**config.mk**
```make
export PLATFORM = sky130hd
export DESIGN_NAME = tcw_ctrl
export DESIGN_NICKNAME = d
export VERILOG_FILES = /design/src/hw/rtl/tcw_pkg.sv /design/src/hw/rtl/tcw_ctrl.sv
export SDC_FILE = /design/constraint.sdc
export NUM_CORES = 1
export LEC_CHECK = 0
export BUFFER_PORTS_ARGS = -buffer_cell sky130_fd_sc_hd__buf_2
export CORE_AREA = 2 2 39 41
export CTS_BUF_LIST = sky130_fd_sc_hd__clkbuf_4 sky130_fd_sc_hd__clkbuf_8
export DETAILED_ROUTE_END_ITERATION = 8
export DIE_AREA = 0 0 41 43
export PLACE_DENSITY_LB_ADDON = 0.15
export SLEW_MARGIN = 5
export SYNTH_ARGS = -nofsm -noshare
export SYNTH_HDL_FRONTEND = slang
export SYNTH_SLANG_ARGS = --single-unit
```
**constraint.sdc**
```tcl
create_clock -name clk -period 2.3 [get_ports clk]
set_input_delay 0.345 -clock clk [delete_from_list [all_inputs] [get_ports clk]]
set_output_delay 0.345 -clock clk [all_outputs]
set_load 0.005 [all_outputs]
```
**src/hw/rtl/tcw_pkg.sv**
```systemverilog
// tcw_pkg: shared types, constants and codes for the text console char writer.
// Used by tcw_ctrl, tcw_datapath and text_console_char_writer_core.
// No dependencies.
package tcw_pkg;

    // Default geometry
    localparam int DEF_COLUMNS = 80;
    localparam int DEF_ROWS    = 25;

    // Field widths
    localparam int OP_W     = 2;
    localparam int CHAR_W   = 8;
    localparam int COLOR_W  = 8;
    localparam int READ_W   = 11;
    localparam int CURSOR_W = 11;
    localparam int CELL_W   = CHAR_W + COLOR_W;

    // Operation codes
    localparam logic [OP_W-1:0] OP_PUT   = 2'd0;
    localparam logic [OP_W-1:0] OP_CLEAR = 2'd1;
    localparam logic [OP_W-1:0] OP_READ  = 2'd2;

    // Control bytes and printable range
    localparam logic [CHAR_W-1:0] CH_BACKSPACE  = 8'h08;
    localparam logic [CHAR_W-1:0] CH_TAB        = 8'h09;
    localparam logic [CHAR_W-1:0] CH_NEWLINE    = 8'h0A;
    localparam logic [CHAR_W-1:0] CH_RETURN     = 8'h0D;
    localparam logic [CHAR_W-1:0] CH_FIRST_PRINT = 8'h20;
    localparam logic [CHAR_W-1:0] CH_LAST_PRINT  = 8'h7F;

    // Blank cell: space on white-on-black
    localparam logic [CHAR_W-1:0]  BLANK_CHAR  = 8'h20;
    localparam logic [COLOR_W-1:0] BLANK_COLOR = 8'h0F;
    localparam logic [CELL_W-1:0]  BLANK_CELL  = {BLANK_COLOR, BLANK_CHAR};

    // Tab stops every 4 columns
    localparam logic [1:0] TAB_MASK = 2'b11;

    // Register file
    localparam int APB_ADDR_W = 3;
    localparam int APB_DATA_W = 32;
    localparam logic REG_TEXT_COLOR = 1'b0;
    localparam logic [COLOR_W-1:0] TEXT_COLOR_RESET = 8'h0F;

    // Payload types
    typedef struct packed {
        logic [OP_W-1:0]   operation;
        logic [CHAR_W-1:0] char_code;
        logic [READ_W-1:0] read_index;
    } tcw_request_t;

    typedef struct packed {
        logic [CURSOR_W-1:0] cursor_location;
        logic [CHAR_W-1:0]   cell_char;
        logic [COLOR_W-1:0]  cell_color;
    } tcw_result_t;

    // Sweep pointer operations
    typedef enum logic [2:0] {
        PTR_HOLD   = 3'd0,
        PTR_ZERO   = 3'd1,
        PTR_ROW1   = 3'd2,
        PTR_BOTTOM = 3'd3,
        PTR_INC    = 3'd4
    } tcw_ptr_op_t;

    // Controller to datapath commands
    typedef struct packed {
        logic        load;
        logic        exec;
        logic        home;
        logic        fill_step;
        logic        scroll_step;
        logic        read_issue;
        logic        respond;
        tcw_ptr_op_t ptr_op;
    } tcw_cmd_t;

    // Datapath to controller status
    typedef struct packed {
        logic [OP_W-1:0] op;
        logic            scroll_need;
        logic            ptr_last;
        logic            idx_ok;
    } tcw_status_t;

endpackage

```
**src/hw/rtl/tcw_ctrl.sv**
```systemverilog
// tcw_ctrl: sequencing state machine for the text console char writer.
// Depends on tcw_pkg for command/status structs and operation codes.
module tcw_ctrl
(
    input  logic                 clk,
    input  logic                 rst_n,
    input  logic                 start,
    input  tcw_pkg::tcw_status_t status,
    output tcw_pkg::tcw_cmd_t    cmd,
    output logic                 busy
);

    typedef enum logic [7:0] {
        S_INIT    = 8'b0000_0001,
        S_IDLE    = 8'b0000_0010,
        S_EXEC    = 8'b0000_0100,
        S_SCROLL  = 8'b0000_1000,
        S_DRAIN   = 8'b0001_0000,
        S_BOTTOM  = 8'b0010_0000,
        S_FILL    = 8'b0100_0000,
        S_RESPOND = 8'b1000_0000
    } state_t;

    state_t state_reg;
    state_t state_next;

    // State register
    always_ff @(posedge clk or negedge rst_n)
    begin
        if (!rst_n)
        begin
            state_reg <= S_INIT;
        end
        else
        begin
            state_reg <= state_next;
        end
    end

    assign busy = (state_reg != S_IDLE);

    // Next state and commands
    always_comb
    begin
        state_next = state_reg;
        cmd        = '0;
        cmd.ptr_op = tcw_pkg::PTR_HOLD;
        case (state_reg)
            S_INIT:
            begin
                // power-up blanking pass
                cmd.fill_step = 1'b1;
                cmd.ptr_op    = tcw_pkg::PTR_INC;
                if (status.ptr_last)
                begin
                    state_next = S_IDLE;
                end
            end
            S_IDLE:
            begin
                if (start)
                begin
                    cmd.load   = 1'b1;
                    state_next = S_EXEC;
                end
            end
            S_EXEC:
            begin
                case (status.op)
                    tcw_pkg::OP_PUT:
                    begin
                        cmd.exec   = 1'b1;
                        cmd.ptr_op = tcw_pkg::PTR_ROW1;
                        state_next = status.scroll_need ? S_SCROLL : S_RESPOND;
                    end
                    tcw_pkg::OP_CLEAR:
                    begin
                        cmd.home   = 1'b1;
                        cmd.ptr_op = tcw_pkg::PTR_ZERO;
                        state_next = S_FILL;
                    end
                    tcw_pkg::OP_READ:
                    begin
                        cmd.read_issue = status.idx_ok;
                        state_next     = S_RESPOND;
                    end
                    default:
                    begin
                        state_next = S_RESPOND;
                    end
                endcase
            end
            S_SCROLL:
            begin
                // copy row r+1 into row r, one cell per cycle
                cmd.scroll_step = 1'b1;
                if (status.ptr_last)
                begin
                    cmd.ptr_op = tcw_pkg::PTR_BOTTOM;
                    state_next = S_DRAIN;
                end
                else
                begin
                    cmd.ptr_op = tcw_pkg::PTR_INC;
                end
            end
            S_DRAIN:
            begin
                // last copy write lands here
                state_next = S_BOTTOM;
            end
            S_BOTTOM, S_FILL:
            begin
                cmd.fill_step = 1'b1;
                cmd.ptr_op    = tcw_pkg::PTR_INC;
                if (status.ptr_last)
                begin
                    state_next = S_RESPOND;
                end
            end
            S_RESPOND:
            begin
                cmd.respond = 1'b1;
                state_next  = S_IDLE;
            end
            default:
            begin
                state_next = S_IDLE;
            end
        endcase
    end

endmodule

```
==> impl_metrics.env, run 1 <==
export IMPL_status="complete, no violations"
export IMPL_crit_arrival_ps=1790
export IMPL_ant_nets=0
export IMPL_core_rowCount=14
export IMPL_diodes=0
export IMPL_layout_nets=83
export IMPL_yosys_warnings=0
export IMPL_clk_latency_ps=260
export IMPL_avgSynthCellArea_um2=9.94
export IMPL_irDropWorstVdd_uv=382
export IMPL_max_cap_violations=0
export IMPL_slew_violations=0
export IMPL_holdWs_ps=294
export IMPL_largest_register_ffs=8
export IMPL_gp_congestion=0.727
export IMPL_setup_violations_final=0
export IMPL_leakagePower_nw=0.363
export IMPL_io_pins=19
export IMPL_fin_crit_sh=0.926
export IMPL_hold_class="in2reg"
export IMPL_max_slew_margin=0.746
export IMPL_finalClockSkew_ps=4.79
export IMPL_grt_pass1_vias=424
export IMPL_viasPerCell=5.29
export IMPL_fmax_mhz=469
export IMPL_start_kind="register"
export IMPL_remaining_drc_errors=0
export IMPL_drt_iter0_drc=3
export IMPL_yosysUniqueCellTypes=28
export IMPL_async_reset_ff_frac=1.00
export IMPL_rsz0062_at_grt="false"
export IMPL_powerDensity_nw_per_um2=848
export IMPL_grt_overflow=0
export IMPL_post_route_util=0.475
export IMPL_post_dp_hpwl_um=869
export IMPL_crit_chain="nor4_4, nand2_2, nor3b_2, nand2b_1, buf_2"
export IMPL_hold_viol_final=0
export IMPL_critPathKind="reg2out"
export IMPL_path_depth=5
export IMPL_synth_ff_latch_count=8
export IMPL_clock_sinks=8
export IMPL_track_usage=0.162
export IMPL_synth_edff_count=0
export IMPL_critPathCaptureType="primary output"
export IMPL_clk_path_buf_depth=2
export IMPL_crit_path_max_incr_delay_ps=440
export IMPL_seq_area_frac_synth=0.398
export IMPL_clockRootBuffer="clkbuf_4"
export IMPL_core_um2=1380
export IMPL_wire_per_inst_um=12.3
export IMPL_synth_area_um2=507
export IMPL_crit_family="simple AND/OR/NAND/NOR gates"
export IMPL_port_buffers=18
export IMPL_path_buf_inv=1
export IMPL_worst_pin_slew_ps=378
export IMPL_period_minus_slack_ps=2130
export IMPL_wl_um=1110
export IMPL_synthFlopType="dfrtp_1"
export IMPL_drive_gt1_frac=0.432
export IMPL_dieArea_um2=1760
export IMPL_tritoncts="yes"
export IMPL_cts_setup_buffers=0
export IMPL_initial_core_util=0.366
export IMPL_first_pass_iters=2
export IMPL_cp_max_fo=5
export IMPL_final_common_cell="buf_2"
export IMPL_path_clk_slew_ps=60
export IMPL_htree_levels=1
export IMPL_grt_pass1_wl_um=1830
export IMPL_die_x_um=41
export IMPL_synthToLayoutAreaGrowth_pct=29.6
export IMPL_hold_path_cell_count=2
export IMPL_cts_buffers=3
export IMPL_die_h_um=43
export IMPL_r2r_cells=4
export IMPL_final_cell_mix="18 x buf_2, 7 x dfrtp_1, 6 x nor2_1, 5 x nand2_1"
export IMPL_synth_nets=59
export IMPL_cp_required_ps=1960
export IMPL_slowest_stage="dfrtp_1"
export IMPL_fin_setup_tns_ps=0
export IMPL_grt_max_degree=9
export IMPL_via_count=476
export IMPL_synthesis_instances=51
export IMPL_antenna_found_initial=0
-- timing repair --
item / 4_1_cts / 5_1_grt
resized for setup: 0 / 0
hold buffers: 1 / 0
hold endpoints to repair: 7 / 0
-- cell usage after synthesis (2+ instances only) --
cell	n	area share
dfrtp_1	7	0.35
nor2_1	6	0.044
nand3_1	2	0.020
nand2_2	2	0.025
nand2_1	5	0.037
inv_1	3	0.022
nor4b_1	4	0.069
a21o_1	2	0.030
-- power by group --
group | total, mW | internal [mW] | switching (mW)
clock network | 0.129 | 0.0783 | 0.0505
registers | 0.203 | 0.167 | 0.0361
logic | 0.225 | 0.104 | 0.121
total | 0.557 | 0.350 | 0.208
-- kinds of logic (layout without fill, tap and decap cells) --
logic type      count (synthesis)  after routing  share of synthesized area
simple gates                   29             29                      0.393
compound gates                 10             10                      0.170
flops                           8              8                      0.398
buf+inv                         3             26                     0.0222
xor+xnor                        1              1                     0.0173
-- final cells by class --
type / count / area, um2
fillers: 141 / 727
multi-input cells: 40 / 294
flip-flops and latches: 8 / 201
repair buffers: 19 / 100
clock buffers: 4 / 30.0
well taps: 16 / 20.0
inverters: 3 / 11.3
-- metal layers --
metal	wire length, um	vias to the layer above	GRT usage
met2	444	21	0.209
met1	536	213	0.216
li1	-	238	-
met4	46	0	0.140
met5	0	-	0
met3	78	4	0.0314
-- metrics by stage --
stage | power (mW) | setup slack, ps | instances | cell area [um2]
floorplan | 0.357 | 626 | 51 | 507
finish | 0.557 | 169 | 90 | 657
CTS | 0.565 | 167 | 90 | 657
global placement | 0.431 | 454 | 85 | 617
detailed placement | 0.432 | 464 | 85 | 617
global route | 0.601 | 23.9 | 90 | 657
-- path summary, 6_finish.rpt --
| check | end | start | slack (ps) |
|---|---|---|---|
| min reg2reg | state_reg[3]$_DFFE_PN0P_ | state_reg[3]$_DFFE_PN0P_ | 620 |
| min in group asynchronous | state_reg[5]$_DFFE_PN0P_ | rst_n | 460 |
| max in group asynchronous | state_reg[0]$_DFFE_PN1P_ | rst_n | 1600 |
| min | state_reg[0]$_DFFE_PN1P_ | status[1] | 290 |
| max reg2reg | state_reg[1]$_DFFE_PN0P_ | state_reg[2]$_DFFE_PN0P_ | 610 |
| max | cmd[0] | state_reg[5]$_DFFE_PN0P_ | 170 |
Note: power is estimated with default switching activity, not from simulation.
==> run 2, diff against run 1 <==
CELL_PAD_IN_SITES_DETAIL_PLACEMENT = 0   (was not set)
CELL_PAD_IN_SITES_GLOBAL_PLACEMENT = 2   (was not set)
CORE_AREA = not set   (was 2 2 39 41)
CORE_UTILIZATION = 31   (was not set)
DIE_AREA = not set   (was 0 0 41 43)
==> impl_metrics.env, run 2 (synthesis results as in run 1) <==
export IMPL_port_buffers=18
export IMPL_final_cell_mix="18 x buf_2, 7 x dfrtp_1, 6 x nor2_1, 5 x nand2_1"
export IMPL_hold_class="in2reg"
export IMPL_slew_violations=0
export IMPL_drive_gt1_frac=0.447
export IMPL_layout_nets=85
export IMPL_clockRootBuffer="clkbuf_4"
export IMPL_crit_chain="nor4_4, nand2_2, nor3b_2, nand2b_1, buf_2"
export IMPL_powerDensity_nw_per_um2=871
export IMPL_largest_register_ffs=8
export IMPL_grt_overflow=0
export IMPL_totalPowerFinal_uw=586
export IMPL_dieArea_um2=1800
export IMPL_finalClockSkew_ps=2.27
export IMPL_placedCellCount=85
export IMPL_antenna_found_initial=0
export IMPL_tritoncts="yes"
export IMPL_initial_core_util=0.333
export IMPL_final_common_cell="buf_2"
export IMPL_start_kind="register"
export IMPL_fin_cells=92
export IMPL_diodes=0
export IMPL_ant_nets=0
export IMPL_reg2reg_slack_ps=550
export IMPL_num_fill_cells=164
export IMPL_gp_congestion=0.703
export IMPL_max_cap_violations=0
export IMPL_critPathCaptureType="primary output"
export IMPL_clk_latency_ps=250
export IMPL_status="complete, no violations"
export IMPL_cp_max_fo=5
export IMPL_crit_path_max_incr_delay_ps=440
export IMPL_crit_family="simple AND/OR/NAND/NOR gates"
export IMPL_core_um2=1520
export IMPL_die_h_um=42.4
export IMPL_wl_um=1190
export IMPL_cts_buffers=3
export IMPL_viasPerCell=5.50
export IMPL_post_dp_hpwl_um=890
export IMPL_worst_pin_slew_ps=410
export IMPL_fin_crit_sh=0.908
export IMPL_core_rowCount=14
export IMPL_synthToLayoutAreaGrowth_pct=32.6
export IMPL_first_pass_iters=4
export IMPL_path_clk_slew_ps=60
export IMPL_grt_max_degree=9
export IMPL_leakagePower_nw=0.373
export IMPL_period_minus_slack_ps=2090
export IMPL_cp_required_ps=1960
export IMPL_timing_final_ws_setup_ps=212
export IMPL_crit_arrival_ps=1740
export IMPL_fin_setup_tns_ps=0
export IMPL_remaining_drc_errors=0
export IMPL_grt_pass1_wl_um=1970
export IMPL_htree_levels=1
export IMPL_slowest_stage="dfrtp_1"
export IMPL_grt_pass1_vias=475
export IMPL_clk_path_buf_depth=2
export IMPL_rsz0062_at_grt="false"
export IMPL_track_usage=0.148
export IMPL_wire_per_inst_um=12.9
export IMPL_drt_iter0_drc=5
export IMPL_max_slew_margin=0.723
export IMPL_clock_sinks=8
export IMPL_hold_viol_final=0
export IMPL_fmax_mhz=479
export IMPL_via_count=506
export IMPL_irDropWorstVdd_uv=508
export IMPL_io_pins=19
export IMPL_place_ws_ps=431
export IMPL_critPathKind="reg2out"
export IMPL_setup_violations_final=0
export IMPL_path_buf_inv=1
export IMPL_die_x_um=42.4
[run 2: what timing repair did]
action                     4_1_cts  5_1_grt
gates resized for setup          0        1
hold endpoints to repair         7        0
buffers inserted                 0        2
hold buffers                     1        0
setup endpoints to repair        0        1
[run 2: routing by layer]
metal,up-vias,GRT usage,share of wire
met3,0,0.0517,0.067
met1,239,0.167,0.44
met5,-,0,0
li1,245,-,-
met2,22,0.265,0.49
met4,0,0.0375,0
[run 2: worst paths after layout]
path | to | depth (start not counted) | startpoint
worst min register to register | state_reg[6]$_DFFE_PN0P_ | 1 | state_reg[6]$_DFFE_PN0P_
worst max-delay path | cmd[0] | 5 | state_reg[6]$_DFFE_PN0P_
worst max register to register | state_reg[1]$_DFFE_PN0P_ | 5 | state_reg[6]$_DFFE_PN0P_
worst min-delay path | state_reg[0]$_DFFE_PN1P_ | 2 | status[1]
max in group asynchronous | state_reg[0]$_DFFE_PN1P_ | 2 | rst_n
min in group asynchronous | state_reg[3]$_DFFE_PN0P_ | 2 | rst_n
[run 2: metrics by stage]
step / hold slack (ps) / area (um2) / util
final: 303 / 672 / 0.441
after global placement: 199 / 617 / 0.405
after CTS: 301 / 657 / 0.431
after global routing: 300 / 672 / 0.441
after floorplan: 49.4 / 507 / -
after detailed placement: 203 / 617 / 0.405
[run 2: layout make-up]
type,count,area (um2),area share
multi-input combinational,40,294,0.438
sequential,8,201,0.300
timing repair buffer,21,115,0.171
clock buffer,4,30.0,0.0447
tap,16,20.0,0.0298
inverter,3,11.3,0.0168
[run 2: power breakdown]
group	internal, mW	switching, mW	leakage (nW)
Clock	0.0784	0.0520	0.0184
Combinational	0.122	0.128	0.251
Sequential	0.167	0.0386	0.104
Total	0.367	0.218	0.373
==> run 3, diff against run 2 <==
CORE_ASPECT_RATIO = 1.25   (was not set)
==> impl_metrics.env, run 3 (synthesis results as in run 1) <==
export IMPL_grt_pass1_wl_um=1840
export IMPL_cp_required_ps=1960
export IMPL_holdWs_ps=289
export IMPL_path_clk_slew_ps=50
export IMPL_clk_latency_ps=250
export IMPL_critPathKind="reg2out"
export IMPL_reg2reg_from="state_reg[3]$_DFFE_PN0P_"
export IMPL_dieArea_um2=1800
export IMPL_status="complete, no violations"
export IMPL_post_dp_hpwl_um=852
export IMPL_start_kind="register"
export IMPL_diodes=0
export IMPL_clk_path_buf_depth=2
export IMPL_synthToLayoutAreaGrowth_pct=29.9
export IMPL_port_buffers=18
export IMPL_r2r_cells=4
export IMPL_path_depth=5
export IMPL_viasPerCell=5.21
export IMPL_final_cell_mix="18 x buf_2, 7 x dfrtp_1, 6 x nor2_1, 5 x nand2_1"
export IMPL_slowest_stage="nor4_4"
export IMPL_io_pins=19
export IMPL_die_h_um=47.2
export IMPL_core_um2=1450
export IMPL_irDropWorstVdd_uv=310
export IMPL_grt_pass1_vias=415
export IMPL_hold_class="in2reg"
export IMPL_grt_use_met2=0.237
export IMPL_powerDensity_nw_per_um2=839
export IMPL_switching_share=0.367
export IMPL_tritoncts="yes"
export IMPL_ant_nets=0
export IMPL_first_pass_iters=3
export IMPL_max_slew_margin=0.730
export IMPL_crit_path_max_incr_delay_ps=440
export IMPL_cts_setup_buffers=0
export IMPL_fin_cells=91
export IMPL_r2r_end="state_reg[1]$_DFFE_PN0P_"
export IMPL_postCtsHoldBufs=1
export IMPL_finalClockSkew_ps=2.05
export IMPL_final_common_cell="buf_2"
export IMPL_pwr_share_seq=0.365
export IMPL_crit_chain="nor4_4, nand2_2, nor3b_2, nand2b_1, buf_2"
export IMPL_worstSetupEndpoint="cmd[0]"
export IMPL_hold_viol_final=0
export IMPL_grt_max_degree=9
export IMPL_crit_arrival_ps=1760
export IMPL_cp_max_fo=5
export IMPL_remaining_drc_errors=0
export IMPL_largest_register_ffs=8
export IMPL_met3_usage=0.0284
export IMPL_clockRootBuffer="clkbuf_4"
export IMPL_wl_um=1090
export IMPL_gp_congestion=0.665
export IMPL_worst_pin_slew_ps=400
export IMPL_fmax_mhz=475
export IMPL_antenna_found_initial=0
export IMPL_htree_levels=1
export IMPL_fin_crit_sh=0.916
export IMPL_cts_resized=0
export IMPL_met1_usage=0.194
export IMPL_p_int_uw=349
export IMPL_rsz0062_at_grt="false"
export IMPL_die_x_um=38.2
export IMPL_num_fill_cells=147
export IMPL_placedCellCount=86
export IMPL_drive_gt1_frac=0.432
export IMPL_leakagePower_nw=0.363
export IMPL_critPathLaunch="state_reg[5]$_DFFE_PN0P_"
export IMPL_clock_sinks=8
export IMPL_switching_power_uw=203
export IMPL_track_usage=0.148
export IMPL_drt_iter0_drc=11
export IMPL_wire_per_inst_um=11.9
export IMPL_crit_family="simple AND/OR/NAND/NOR gates"
export IMPL_core_rowCount=15
export IMPL_max_cap_violations=0
export IMPL_slew_violations=0
export IMPL_comb_power_share=0.412
export IMPL_via_count=474
export IMPL_layout_nets=83
export IMPL_power_frac_clock=0.223
export IMPL_reg2reg_slack_ps=570
export IMPL_critPathCaptureType="primary output"
export IMPL_setup_violations_final=0
export IMPL_fin_setup_tns_ps=0
export IMPL_grt_overflow=0
export IMPL_top_usage_layer="met2"
export IMPL_path_buf_inv=1
export IMPL_initial_core_util=0.351
export IMPL_period_minus_slack_ps=2110
export IMPL_cts_buffers=3
export IMPL_totalPowerFinal_uw=552
-- run 3: cell count changes in the layout (fill, tap and decap cells not counted) --
cell / change
and2_0: +1
buf_4: -2
and2_1: -1
-- run 3: worst min path at each step --
stage,startpoint,endpoint,slack (ps),depth (start not counted)
after floorplan,rst_n,state_reg[1]$_DFFE_PN0P_,50,0
after global placement,rst_n,state_reg[2]$_DFFE_PN0P_,190,1
after detailed placement,rst_n,state_reg[2]$_DFFE_PN0P_,200,1
after CTS,status[1],state_reg[0]$_DFFE_PN1P_,280,2
after global routing,status[1],state_reg[0]$_DFFE_PN1P_,280,2
final,status[1],state_reg[0]$_DFFE_PN1P_,290,2
-- run 3: worst register-to-register path, delay by kind of cell (launching register included) --
| family | cells | cell delay, ps |
|---|---|---|
| simple gates | 2 | 650 |
| compound gates | 2 | 510 |
| flops | 1 | 440 |
-- run 3: metal layers --
metal	wire length, um	up-vias
met5	0	-
met4	6	0
met3	41	2
met2	525	14
met1	511	221
li1	-	237
-- run 3: power by group through the flow --
stage | sequential [mW] | clock (mW) | combinational (mW)
after floorplan | 0.198 | 0 | 0.160
after global placement | 0.204 | 0 | 0.234
after detailed placement | 0.203 | 0 | 0.227
after CTS | 0.201 | 0.128 | 0.229
after global routing | 0.207 | 0.138 | 0.253
final | 0.202 | 0.123 | 0.228
-- run 3: final cells by class --
cell class	instances	area (um2)	area share
Multi-Input combinational cell	40	294	0.447
Sequential cell	8	201	0.306
Timing Repair Buffer	19	100	0.152
Clock buffer	4	30.0	0.0456
Tap cell	17	21.3	0.0323
Inverter	3	11.3	0.0171
-- run 3: per-stage QoR --
stage | util | cell area, um2 | setup slack [ps]
after detailed placement | 0.428 | 618 | 461
after floorplan | - | 507 | 626
after CTS | 0.455 | 658 | 178
final | 0.455 | 658 | 194
after global routing | 0.455 | 658 | 44.6
after global placement | 0.428 | 618 | 448
